**config.mk**
```make
export PLATFORM = sky130hd
export DESIGN_NAME = dsdiff_to_dop_stream_converter_core_flat
export DESIGN_NICKNAME = d
export VERILOG_FILES = /design/src/hdl/dsd_pkg.sv /design/src/hdl/dsd_if.sv /design/src/hdl/dsd_parser.sv /design/src/hdl/dsd_packer.sv /design/src/hdl/dsdiff_to_dop_stream_converter_core.sv /design/src/flat_wrapper.sv
export SDC_FILE = /design/constraint.sdc
export NUM_CORES = 1
export LEC_CHECK = 0
export BUFFER_PORTS_ARGS = -buffer_cell sky130_fd_sc_hd__clkbuf_2
export CAP_MARGIN = 0
export CELL_PAD_IN_SITES_DETAIL_PLACEMENT = 0
export CELL_PAD_IN_SITES_GLOBAL_PLACEMENT = 1
export CORE_ASPECT_RATIO = 0.6
export CORE_MARGIN = 3
export CORE_UTILIZATION = 28
export DETAILED_ROUTE_END_ITERATION = 10
export PLACE_DENSITY_LB_ADDON = 0.2
export SLEW_MARGIN = 15
export SYNTH_ARGS = -nofsm -noshare
export SYNTH_HDL_FRONTEND = slang
export SYNTH_SLANG_ARGS = --single-unit
```
**constraint.sdc**
```tcl
create_clock -name clk -period 11.78 [get_ports clk]
set_clock_uncertainty 0.2 [all_clocks]
set_input_delay 0.589 -clock clk [delete_from_list [all_inputs] [get_ports clk]]
set_output_delay 0.589 -clock clk [all_outputs]
set_load 0.1 [all_outputs]
```
**src/hdl/dsd_pkg.sv**
```systemverilog
package dsd_pkg;

  localparam logic [2:0] ST_SAMPLE  = 3'd0;
  localparam logic [2:0] ST_SIZE    = 3'd1;
  localparam logic [2:0] ST_TYPE    = 3'd2;
  localparam logic [2:0] ST_VERSION = 3'd3;
  localparam logic [2:0] ST_RATE    = 3'd4;
  localparam logic [2:0] ST_CHAN    = 3'd5;
  localparam logic [2:0] ST_MISSING = 3'd6;
  localparam logic [2:0] ST_TRUNC   = 3'd7;

  localparam logic [31:0] TAG_FRM8 = 32'h384d5246;
  localparam logic [31:0] TAG_FVER = 32'h52455646;
  localparam logic [31:0] TAG_PROP = 32'h504f5250;
  localparam logic [31:0] TAG_FS   = 32'h20205346;
  localparam logic [31:0] TAG_SND  = 32'h20444e53;
  localparam logic [31:0] TAG_CHNL = 32'h4c4e4843;
  localparam logic [31:0] TAG_CMPR = 32'h52504d43;
  localparam logic [31:0] TAG_DSD  = 32'h20445344;
  localparam logic [31:0] RATE_DSD64 = 32'd2822400;
  localparam logic [63:0] MAX_SIZE = 64'h7fffffff;

  localparam int QUEUE_DEPTH = 4;

  // Work handed from the parser to the packer.
  typedef struct packed {
    logic       is_err;
    logic [2:0] status;
    logic [7:0] b0;
    logic [7:0] b1;
    logic [7:0] b2;
    logic [7:0] b3;
    logic       parity;
    logic       last;
  } dsd_cmd_t;

endpackage

```
**src/hdl/dsd_if.sv**
```systemverilog
interface dsd_in_if;
  logic       valid;
  logic       ready;
  logic [7:0] data_byte;
  logic       end_of_input;
  modport source (output valid, data_byte, end_of_input, input ready);
  modport sink (input valid, data_byte, end_of_input, output ready);
endinterface

interface dsd_out_if;
  logic        valid;
  logic        ready;
  logic [2:0]  status;
  logic [31:0] sample_word;
  logic        channel;
  logic        last;
  modport source (output valid, status, sample_word, channel, last, input ready);
  modport sink (input valid, status, sample_word, channel, last, output ready);
endinterface

```
**src/hdl/dsd_parser.sv**
```systemverilog
module dsd_parser (
  input  logic               clk,
  input  logic               rst,
  input  logic               fire,
  input  logic [7:0]         b,
  input  logic               eoi,
  output logic               cmd_valid,
  output dsd_pkg::dsd_cmd_t  cmd
);
  import dsd_pkg::*;

  localparam logic [3:0] PH_ID = 4'd0, PH_SIZE = 4'd1, PH_FORM = 4'd2, PH_VER = 4'd3,
    PH_PROP = 4'd4, PH_RATE = 4'd5, PH_CHAN = 4'd6, PH_CMPR = 4'd7, PH_SKIP = 4'd8,
    PH_DATA = 4'd9, PH_IDLE = 4'd10;

  logic [3:0]  phase, phase_next;
  logic [3:0]  idx, idx_next;
  logic [31:0] tag, tag_next;
  logic [63:0] len, len_next;
  logic [31:0] fv, fv_next;
  logic [31:0] skip, skip_next;
  logic [6:0]  seen, seen_next;
  logic [28:0] frames, frames_next;
  logic        parity, parity_next;
  logic [23:0] held, held_next;
  logic [31:0] le, be;
  logic [63:0] ln;
  logic [2:0]  err;
  logic        big, frame_done;
  logic [28:0] fdec;

  assign le = {b, fv[31:8]};
  assign be = {fv[23:0], b};
  assign ln = {len[55:0], b};
  assign big = (len > MAX_SIZE);
  assign fdec = frames - 29'd1;

  // Decode one beat of the file.
  always_comb begin
    phase_next = phase; idx_next = idx; tag_next = tag; len_next = len; fv_next = fv;
    skip_next = skip; seen_next = seen; frames_next = frames; parity_next = parity;
    held_next = held; err = ST_SAMPLE; frame_done = 1'b0;
    unique case (phase)
      PH_ID: begin
        tag_next = {b, tag[31:8]};
        idx_next = idx + 4'd1;
        if (idx == 4'd3) begin
          idx_next = '0; len_next = '0; phase_next = PH_SIZE;
        end
      end
      PH_SIZE: begin
        len_next = ln;
        idx_next = idx + 4'd1;
        if (idx == 4'd7) begin
          idx_next = '0; fv_next = '0;
          priority case (tag)
            TAG_FRM8: phase_next = PH_FORM;
            TAG_FVER: phase_next = PH_VER;
            TAG_PROP: phase_next = PH_PROP;
            TAG_FS:   phase_next = PH_RATE;
            TAG_CHNL: phase_next = PH_CHAN;
            TAG_CMPR: phase_next = PH_CMPR;
            TAG_DSD: begin
              if (ln == 64'd0 || ln > MAX_SIZE) err = ST_SIZE;
              else if (seen[5:0] != 6'h3f) err = ST_MISSING;
              else begin
                seen_next = seen | 7'h40;
                frames_next = ln[30:2];
                parity_next = 1'b0;
                phase_next = (ln[30:2] != '0) ? PH_DATA : PH_IDLE;
              end
            end
            default: begin
              if (ln == 64'd0 || ln > MAX_SIZE) err = ST_SIZE;
              else begin
                skip_next = ln[31:0] + {31'd0, ln[0]};
                phase_next = PH_SKIP;
              end
            end
          endcase
        end
      end
      PH_FORM, PH_PROP, PH_CMPR: begin
        fv_next = le;
        idx_next = idx + 4'd1;
        if (idx == 4'd3) begin
          idx_next = '0;
          if (phase == PH_FORM) begin
            if (big) err = ST_SIZE;
            else if (le != TAG_DSD) err = ST_TYPE;
            else begin
              seen_next = (len != '0) ? (seen | 7'h01) : (seen & 7'h7e);
              phase_next = PH_ID;
            end
          end else if (phase == PH_PROP) begin
            if (len < 64'd4) err = ST_SIZE;
            else if (le != TAG_SND) err = ST_TYPE;
            else begin
              seen_next = seen | 7'h04; phase_next = PH_ID;
            end
          end else begin
            if (len < 64'd5 || big) err = ST_SIZE;
            else if (le != TAG_DSD) err = ST_TYPE;
            else begin
              seen_next = seen | 7'h20;
              skip_next = len[31:0] - 32'd4 + {31'd0, len[0]};
              phase_next = PH_SKIP;
            end
          end
        end
      end
      PH_VER, PH_RATE: begin
        fv_next = be;
        idx_next = idx + 4'd1;
        if (idx == 4'd3) begin
          idx_next = '0;
          if (len != 64'd4) err = ST_SIZE;
          else if (phase == PH_VER) begin
            if (be[31:24] != 8'h01) err = ST_VERSION;
            else begin
              seen_next = seen | 7'h02; phase_next = PH_ID;
            end
          end else begin
            if (be != RATE_DSD64) err = ST_RATE;
            else begin
              seen_next = seen | 7'h08; phase_next = PH_ID;
            end
          end
        end
      end
      PH_CHAN: begin
        fv_next = be;
        idx_next = idx + 4'd1;
        if (idx == 4'd1) begin
          idx_next = '0;
          if (len < 64'd6 || big) err = ST_SIZE;
          else if (be[15:0] != 16'd2) err = ST_CHAN;
          else begin
            seen_next = seen | 7'h10;
            skip_next = len[31:0] - 32'd2 + {31'd0, len[0]};
            phase_next = PH_SKIP;
          end
        end
      end
      PH_SKIP: begin
        // skip counts are always nonzero on entry
        skip_next = skip - 32'd1;
        if (skip == 32'd1) phase_next = PH_ID;
      end
      PH_DATA: begin
        unique case (idx[1:0])
          2'd0: held_next = {16'd0, b};
          2'd1: held_next[15:8] = b;
          2'd2: held_next[23:16] = b;
          default: held_next = held;
        endcase
        idx_next = idx + 4'd1;
        if (idx == 4'd3) begin
          idx_next = '0;
          frames_next = fdec;
          frame_done = 1'b1;
          parity_next = ~parity;
          if (fdec == '0) phase_next = PH_IDLE;
        end
      end
      default: ;
    endcase
    if (err != ST_SAMPLE) phase_next = PH_IDLE;
  end

  // Form the command for the packer.
  always_comb begin
    cmd = '0;
    cmd.b0 = held[7:0]; cmd.b1 = held[15:8]; cmd.b2 = held[23:16]; cmd.b3 = b;
    cmd.parity = parity; cmd.last = (fdec == '0);
    cmd_valid = fire & frame_done;
    if (err != ST_SAMPLE) begin
      cmd.is_err = 1'b1; cmd.status = err; cmd_valid = fire;
    end
    if (eoi) begin
      cmd_valid = 1'b0;
      if (phase_next != PH_IDLE) begin
        cmd_valid = fire;
        cmd.is_err = 1'b1;
        cmd.status = (phase_next == PH_ID && idx_next == '0 && phase != PH_DATA)
                   ? ST_MISSING : ST_TRUNC;
      end else if (err != ST_SAMPLE) begin
        cmd_valid = fire;
      end else if (frame_done) begin
        cmd_valid = fire;
      end
    end
  end

  // Advance parse state on each accepted beat; rearm at end of file.
  always_ff @(posedge clk) begin
    if (rst) begin
      phase <= PH_ID; idx <= '0; tag <= '0; len <= '0; fv <= '0; skip <= '0;
      seen <= '0; frames <= '0; parity <= 1'b0;
    end else if (fire) begin
      held <= held_next;
      if (eoi) begin
        phase <= PH_ID; idx <= '0; tag <= '0; len <= '0; fv <= '0; skip <= '0;
        seen <= '0; frames <= '0; parity <= 1'b0;
      end else begin
        phase <= phase_next; idx <= idx_next; tag <= tag_next; len <= len_next;
        fv <= fv_next; skip <= skip_next; seen <= seen_next;
        frames <= frames_next; parity <= parity_next;
      end
    end
  end

  assert property (@(posedge clk) disable iff (rst) cmd_valid |-> fire)
    else $error("command without beat");
  assert property (@(posedge clk) disable iff (rst) (phase == PH_SKIP) |-> (skip != '0))
    else $error("skip count empty in skip phase");
  assert property (@(posedge clk) disable iff (rst) (phase == PH_DATA) |-> (frames != '0))
    else $error("no frames left in data phase");
endmodule

```
**src/hdl/dsd_packer.sv**
```systemverilog
module dsd_packer #(
  parameter int Depth = dsd_pkg::QUEUE_DEPTH
) (
  input  logic               clk,
  input  logic               rst,
  input  logic               mode,
  input  logic               cmd_valid,
  input  dsd_pkg::dsd_cmd_t  cmd,
  output logic               space_ok,
  dsd_out_if.source          out
);
  import dsd_pkg::*;

  localparam int AW = (Depth > 1) ? $clog2(Depth) : 1;

  dsd_cmd_t        q [Depth];
  logic [AW-1:0]   wp, rp;
  logic [AW:0]     cnt;
  logic            half;
  logic            pop, push;
  dsd_cmd_t        h;
  logic [23:0]     w24;
  logic [7:0]      mk;

  assign h = q[rp];
  // Keep two free slots so a beat in flight always fits.
  assign space_ok = (cnt <= AW'(Depth - 2));
  assign push = cmd_valid;
  assign out.valid = (cnt != '0);
  assign pop = out.valid & out.ready & (h.is_err | half);

  assign mk = h.parity ? 8'hfa : 8'h05;
  assign w24 = half ? {mk, h.b1, h.b3} : {mk, h.b0, h.b2};
  assign out.status = h.is_err ? h.status : ST_SAMPLE;
  assign out.sample_word = h.is_err ? 32'd0 : (mode ? {w24, 8'd0} : {8'd0, w24});
  assign out.channel = ~h.is_err & half;
  assign out.last = ~h.is_err & half & h.last;

  // Hold commands in a small queue; emit left then right per frame, or a single beat for an error.
  always_ff @(posedge clk) begin
    if (push) q[wp] <= cmd;
    if (rst) begin
      wp <= '0; rp <= '0; cnt <= '0; half <= 1'b0;
    end else begin
      if (push) wp <= (wp == AW'(Depth - 1)) ? '0 : wp + 1'b1;
      if (pop) rp <= (rp == AW'(Depth - 1)) ? '0 : rp + 1'b1;
      cnt <= cnt + (AW+1)'(push) - (AW+1)'(pop);
      if (out.valid & out.ready) half <= h.is_err ? 1'b0 : ~half;
    end
  end

  assert property (@(posedge clk) disable iff (rst) cnt <= (AW+1)'(Depth))
    else $error("queue overflow");
  assert property (@(posedge clk) disable iff (rst) (cnt == '0) |-> !half)
    else $error("half set on empty queue");
  assert property (@(posedge clk) disable iff (rst) push |-> (cnt != (AW+1)'(Depth)))
    else $error("push into full queue");
endmodule

```
**src/hdl/dsdiff_to_dop_stream_converter_core.sv**
```systemverilog
// DSDIFF to DoP stream converter.
// in: one DSDIFF file byte per beat (data_byte), end_of_input marks the
//   file's last byte; the parser then rearms for the next file.
// out: result beats. Each 4-byte stereo frame of sound data gives two
//   beats, left then right, status 0 and a DoP word with 05/FA markers;
//   last flags the right word of the final frame. A format error or an
//   early end gives a single beat with a nonzero status and zero word.
// container_mode (cfg_we/cfg_data): 0 packs 24-bit words, 1 left-aligns
//   them in 32 bits; write it only between files.
// Throughput: one input byte per cycle while the command queue has room;
//   a frame's four bytes yield two output beats, so the output side sets no limit at full rate.
// A result is queued with the byte that completes it, behind any beats still waiting.
// The parser feeds a four-entry command queue; input ready drops when the
//   queue has fewer than two free slots, so a stalled receiver backs up
//   into the byte stream without losing anything.
// Reset clears parse state, the queue and container_mode.
module dsdiff_to_dop_stream_converter_core #(
  parameter int QueueDepth = dsd_pkg::QUEUE_DEPTH
) (
  input  logic      clk,
  input  logic      rst,
  input  logic      cfg_we,
  input  logic      cfg_data,
  dsd_in_if.sink    in,
  dsd_out_if.source out
);
  import dsd_pkg::*;

  logic      mode;
  logic      space_ok;
  logic      fire;
  logic      cmd_valid;
  dsd_cmd_t  cmd;

  assign in.ready = space_ok;
  assign fire = in.valid & in.ready;

  // Hold the container mode register.
  always_ff @(posedge clk) begin
    if (rst) mode <= 1'b0;
    else if (cfg_we) mode <= cfg_data;
  end

  dsd_parser u_parser (
    .clk(clk), .rst(rst), .fire(fire), .b(in.data_byte), .eoi(in.end_of_input),
    .cmd_valid(cmd_valid), .cmd(cmd)
  );

  dsd_packer #(.Depth(QueueDepth)) u_packer (
    .clk(clk), .rst(rst), .mode(mode), .cmd_valid(cmd_valid), .cmd(cmd),
    .space_ok(space_ok), .out(out)
  );
endmodule

```
**src/flat_wrapper.sv**
```systemverilog
// flat-port wrapper written by rule: the top's interface ports become plain ports
module dsdiff_to_dop_stream_converter_core_flat import dsd_pkg::*;
#(
  parameter int QueueDepth = dsd_pkg::QUEUE_DEPTH
)
  (clk, rst, cfg_we, cfg_data, in_valid, in_data_byte, in_end_of_input, in_ready, out_valid, out_status, out_sample_word, out_channel, out_last, out_ready);
  dsd_in_if in_i ();
  dsd_out_if out_i ();
  input  logic clk;
  input  logic rst;
  input  logic cfg_we;
  input  logic cfg_data;
  input wire logic [$bits(in_i.valid)-1:0] in_valid;
  input wire logic [$bits(in_i.data_byte)-1:0] in_data_byte;
  input wire logic [$bits(in_i.end_of_input)-1:0] in_end_of_input;
  output wire logic [$bits(in_i.ready)-1:0] in_ready;
  output wire logic [$bits(out_i.valid)-1:0] out_valid;
  output wire logic [$bits(out_i.status)-1:0] out_status;
  output wire logic [$bits(out_i.sample_word)-1:0] out_sample_word;
  output wire logic [$bits(out_i.channel)-1:0] out_channel;
  output wire logic [$bits(out_i.last)-1:0] out_last;
  input wire logic [$bits(out_i.ready)-1:0] out_ready;
  assign in_i.valid = in_valid;
  assign in_i.data_byte = in_data_byte;
  assign in_i.end_of_input = in_end_of_input;
  assign in_ready = in_i.ready;
  assign out_valid = out_i.valid;
  assign out_status = out_i.status;
  assign out_sample_word = out_i.sample_word;
  assign out_channel = out_i.channel;
  assign out_last = out_i.last;
  assign out_i.ready = out_ready;
  dsdiff_to_dop_stream_converter_core #(.QueueDepth(QueueDepth)) u_core (.clk(clk), .rst(rst), .cfg_we(cfg_we), .cfg_data(cfg_data), .in(in_i), .out(out_i));
endmodule
```
==> impl_results.md <==
* Req. time, crit path at 12.02 ns
* Total GRT Usage at 18.9%
* Hpwl dp at 58800 um
* PortBufs at 53
* Final GP Congestion at 0.925
* Initial DRC Count at 2282
* First-pass GRT wire length at 122000 um
* FP Rows at 80
* Initial antenna violation count at 2
* Worst EP arrival at 6.04 ns
* CTS root buffer: clkbuf_16
* Seq/Total Area, Yosys at 42.3%
* Final Hold Fails at 0
* Hold slack final at 0.0576 ns
* GRT overflow at 0
* Worst path slowest cell: nor4_1
* Crit path max fanout at 8
* Mapped Cells at 2450
* Outcome: finished clean
* CP Capture Type: register
* P_sw at 0.00143 W
* Internal at 0.00258 W
* Slew Viols, Final at 0
* I/O pins at 54
* Average size of a mapped cell at 9.24 um^2
* Die Area at 84400 um^2
* WL per Instance at 23.3 um
* Buffers and inverters on the worst path at 1
* Area growth syn-to-layout at 12.3%
* Layout cells sized above 1 at 9.93%
* Routed vias at 19270
* Layout Nets at 2555
* Top delay family on crit path: compound AO/OA/AOI/OAI gates
* Post-synth ARST share at 0%
* Worst slew margin at 20.7%
* CTS buffer count at 41
* Commonest non-fill, non-tap cell in the layout: nor2_1
* Worst vdd ir at 0.137 mV
* Post-Syn Area at 22600 um^2
* Unique cell type count in the Yosys netlist at 93
* Period utilization at 49.2%
* Largest net degree at the start of global routing at 66
* RSZ-0062 raised after global routing: false
* Top_reg_cell synth: dfxtp_1
* Slowest stage delay, CP at 0.98 ns
* Post-route cell area at 25400 um^2
* Die span in x at 373 um
* CTS tree: built
* Clock latency at the later pin of the worst-skew pair at 0.61 ns
* Reg clk slew, reported paths at 0.07 ns
* CP Launch Type: register
* Final setup vio count at 0
* First-pass detailed-route iteration total at 6
* Setup TNS at 0 ns
* Flop pwr share at 38.1%
* DP Area at 24000 um^2
* Hold WC Path Type: primary input to register
* Clock power share at 35.9%
* Drt via density at 5.47
* Combinational Power Share at 26.0%
* P per Cell Area at 158 nW/um^2
* Max Buffers Root-to-Sink at 3
* Yosys reg bits at 391
* Residual DRC at 0
* EDFF count, synth at 176
* Sw frac at 35.6%
* Post-CTS Resized at 0
* Max Cap Viol at 0
* Syn Nets at 2580
* Most frequent cells in the layout: 242 x nor2_1, 227 x a21oi_1, 213 x dfxtp_1, 189 x nand2_1, 176 x edfxtp_1
* Starting Density at 28.4%
* Fillers at 8219
* Post-Route WL at 82100 um
* CTS Sinks at 391
* Tightest Pin Transition at 1.18 ns
* Number of global-route vias before repair at 17839
* Highest Clock Rate at 173 MHz
* Ys Warns at 0
* CTS H-tree depth at 2
* Core ar. at 79800 um^2
* Crit path kind: register to register
* Clock period minus worst slack at 5.80 ns
* Routed Antenna Nets at 0
* LEAKAGE at 8.80 nW
* Crit-path cells: inv_1 -> ha_1 -> or4_1 -> nor4_1 -> o211ai_1 -> a2111oi_0 -> nor4_1 -> o31ai_1 -> mux2i_1 -> o31ai_1
* Height of the die at 226 um
[worst min-delay path, cell delays in order]
cell	delay, ns
clkbuf_2	0.09
mux2i_1	0.06
nor2_1	0.07
[through the flow]
| stage | total power, W | setup WS, ns | std cells | util [%] |
|---|---|---|---|---|
| after global placement | 0.00259 | 6.26 | 3447 | 30.1 |
| after detailed placement | 0.00259 | 6.22 | 3447 | 30.1 |
| after floorplan | 0.00231 | 6.19 | 2450 | - |
| final | 0.00401 | 5.98 | 3525 | 31.9 |
| after global routing | 0.00418 | 5.77 | 3524 | 31.9 |
| after CTS | 0.00405 | 6.17 | 3524 | 31.9 |
[cell families after synthesis]
| family | share of synthesized area [%] |
|---|---|
| buffers and inverters | 4.39 |
| DFF | 42.3 |
| muxes | 4.93 |
| and+or+nand+nor | 21.0 |
| adders and majority gates | 6.46 |
| xor gates and xnor gates | 4.56 |
| AOI/OAI and AO/OA | 16.3 |
[state kept, by name, summed over array words and instances (netlist names), named ones only]
signal / count
u_core.u_parser.parity: 1
u_core.u_parser.phase: 4
u_core.u_packer.wp: 2
u_core.u_packer.half: 1
u_core.u_packer.q: 152
u_core.u_parser.frames: 29
u_core.u_packer.rp: 2
u_core.u_parser.len: 64
u_core.u_parser.seen: 6
u_core.mode: 1
u_core.u_parser.held: 24
u_core.u_packer.cnt: 3
u_core.u_parser.skip: 32
u_core.u_parser.idx: 4
u_core.u_parser.tag: 32
u_core.u_parser.fv: 32
[final timing paths]
| check | startpoint | end | slack (ns) | cells after the start |
|---|---|---|---|---|
| worst max-delay path | u_core.u_parser.len[20] | u_core.u_parser.skip[31] | 5.98 | 10 |
| worst min-delay path | cfg_we | u_core.mode | 0.06 | 3 |
| worst max register to register | u_core.u_parser.len[20] | u_core.u_parser.skip[31] | 5.98 | 10 |
| worst min register to register | u_core.u_parser.seen[2] | u_core.u_parser.seen[2] | 0.25 | 2 |
[what timing repair did]
action	CTS	global route
hold buffers	1	0
setup buffers	0	0
hold endpoints to repair	1	0
[cell usage after synthesis, drive strengths merged (38+ instances only)]
| library cell | count | area (um^2) |
|---|---|---|
| ha | 113 | 1410 |
| edfxtp | 176 | 5290 |
| nor4 | 38 | 272 |
| nand3 | 104 | 521 |
| xnor2 | 88 | 771 |
| nor2 | 245 | 920 |
| clkbuf | 139 | 522 |
| and2 | 40 | 253 |
| dfxtp | 215 | 4300 |
| nand2 | 189 | 709 |
| o21ai | 81 | 409 |
| nor3 | 105 | 531 |
| inv | 95 | 357 |
| mux4 | 38 | 856 |
| a22oi | 46 | 345 |
| a21oi | 229 | 1160 |
[power groups by stage]
stage / Combinational, W / Clock (W) / Sequential (W)
after floorplan: 0.000779 / 0 / 0.00154
after global placement: 0.00104 / 0 / 0.00155
after detailed placement: 0.00104 / 0 / 0.00156
after CTS: 0.00104 / 0.00148 / 0.00153
after global routing: 0.00112 / 0.00153 / 0.00153
final: 0.00104 / 0.00144 / 0.00153
[metal layers]
metal / track usage, % / up-vias / wire length, um
li1: - / 8991 / -
met1: 31.9 / 9567 / 44900
met2: 23.0 / 647 / 29300
met3: 5.02 / 65 / 7050
met4: 2.92 / 0 / 876
met5: 0 / - / 0
[layout make-up]
cell class	count	area, um^2	share of cell area, %
repair buffers	93	574	2.26
clock buffers	56	1140	4.50
clock inverters	20	304	1.20
multi-input cells	1803	12100	47.7
flip-flops and latches	391	9590	37.7
inverters	95	357	1.40
well taps	1066	1330	5.24
diodes	1	2.50	0.00984
Power figures use the tool's default switching activity.
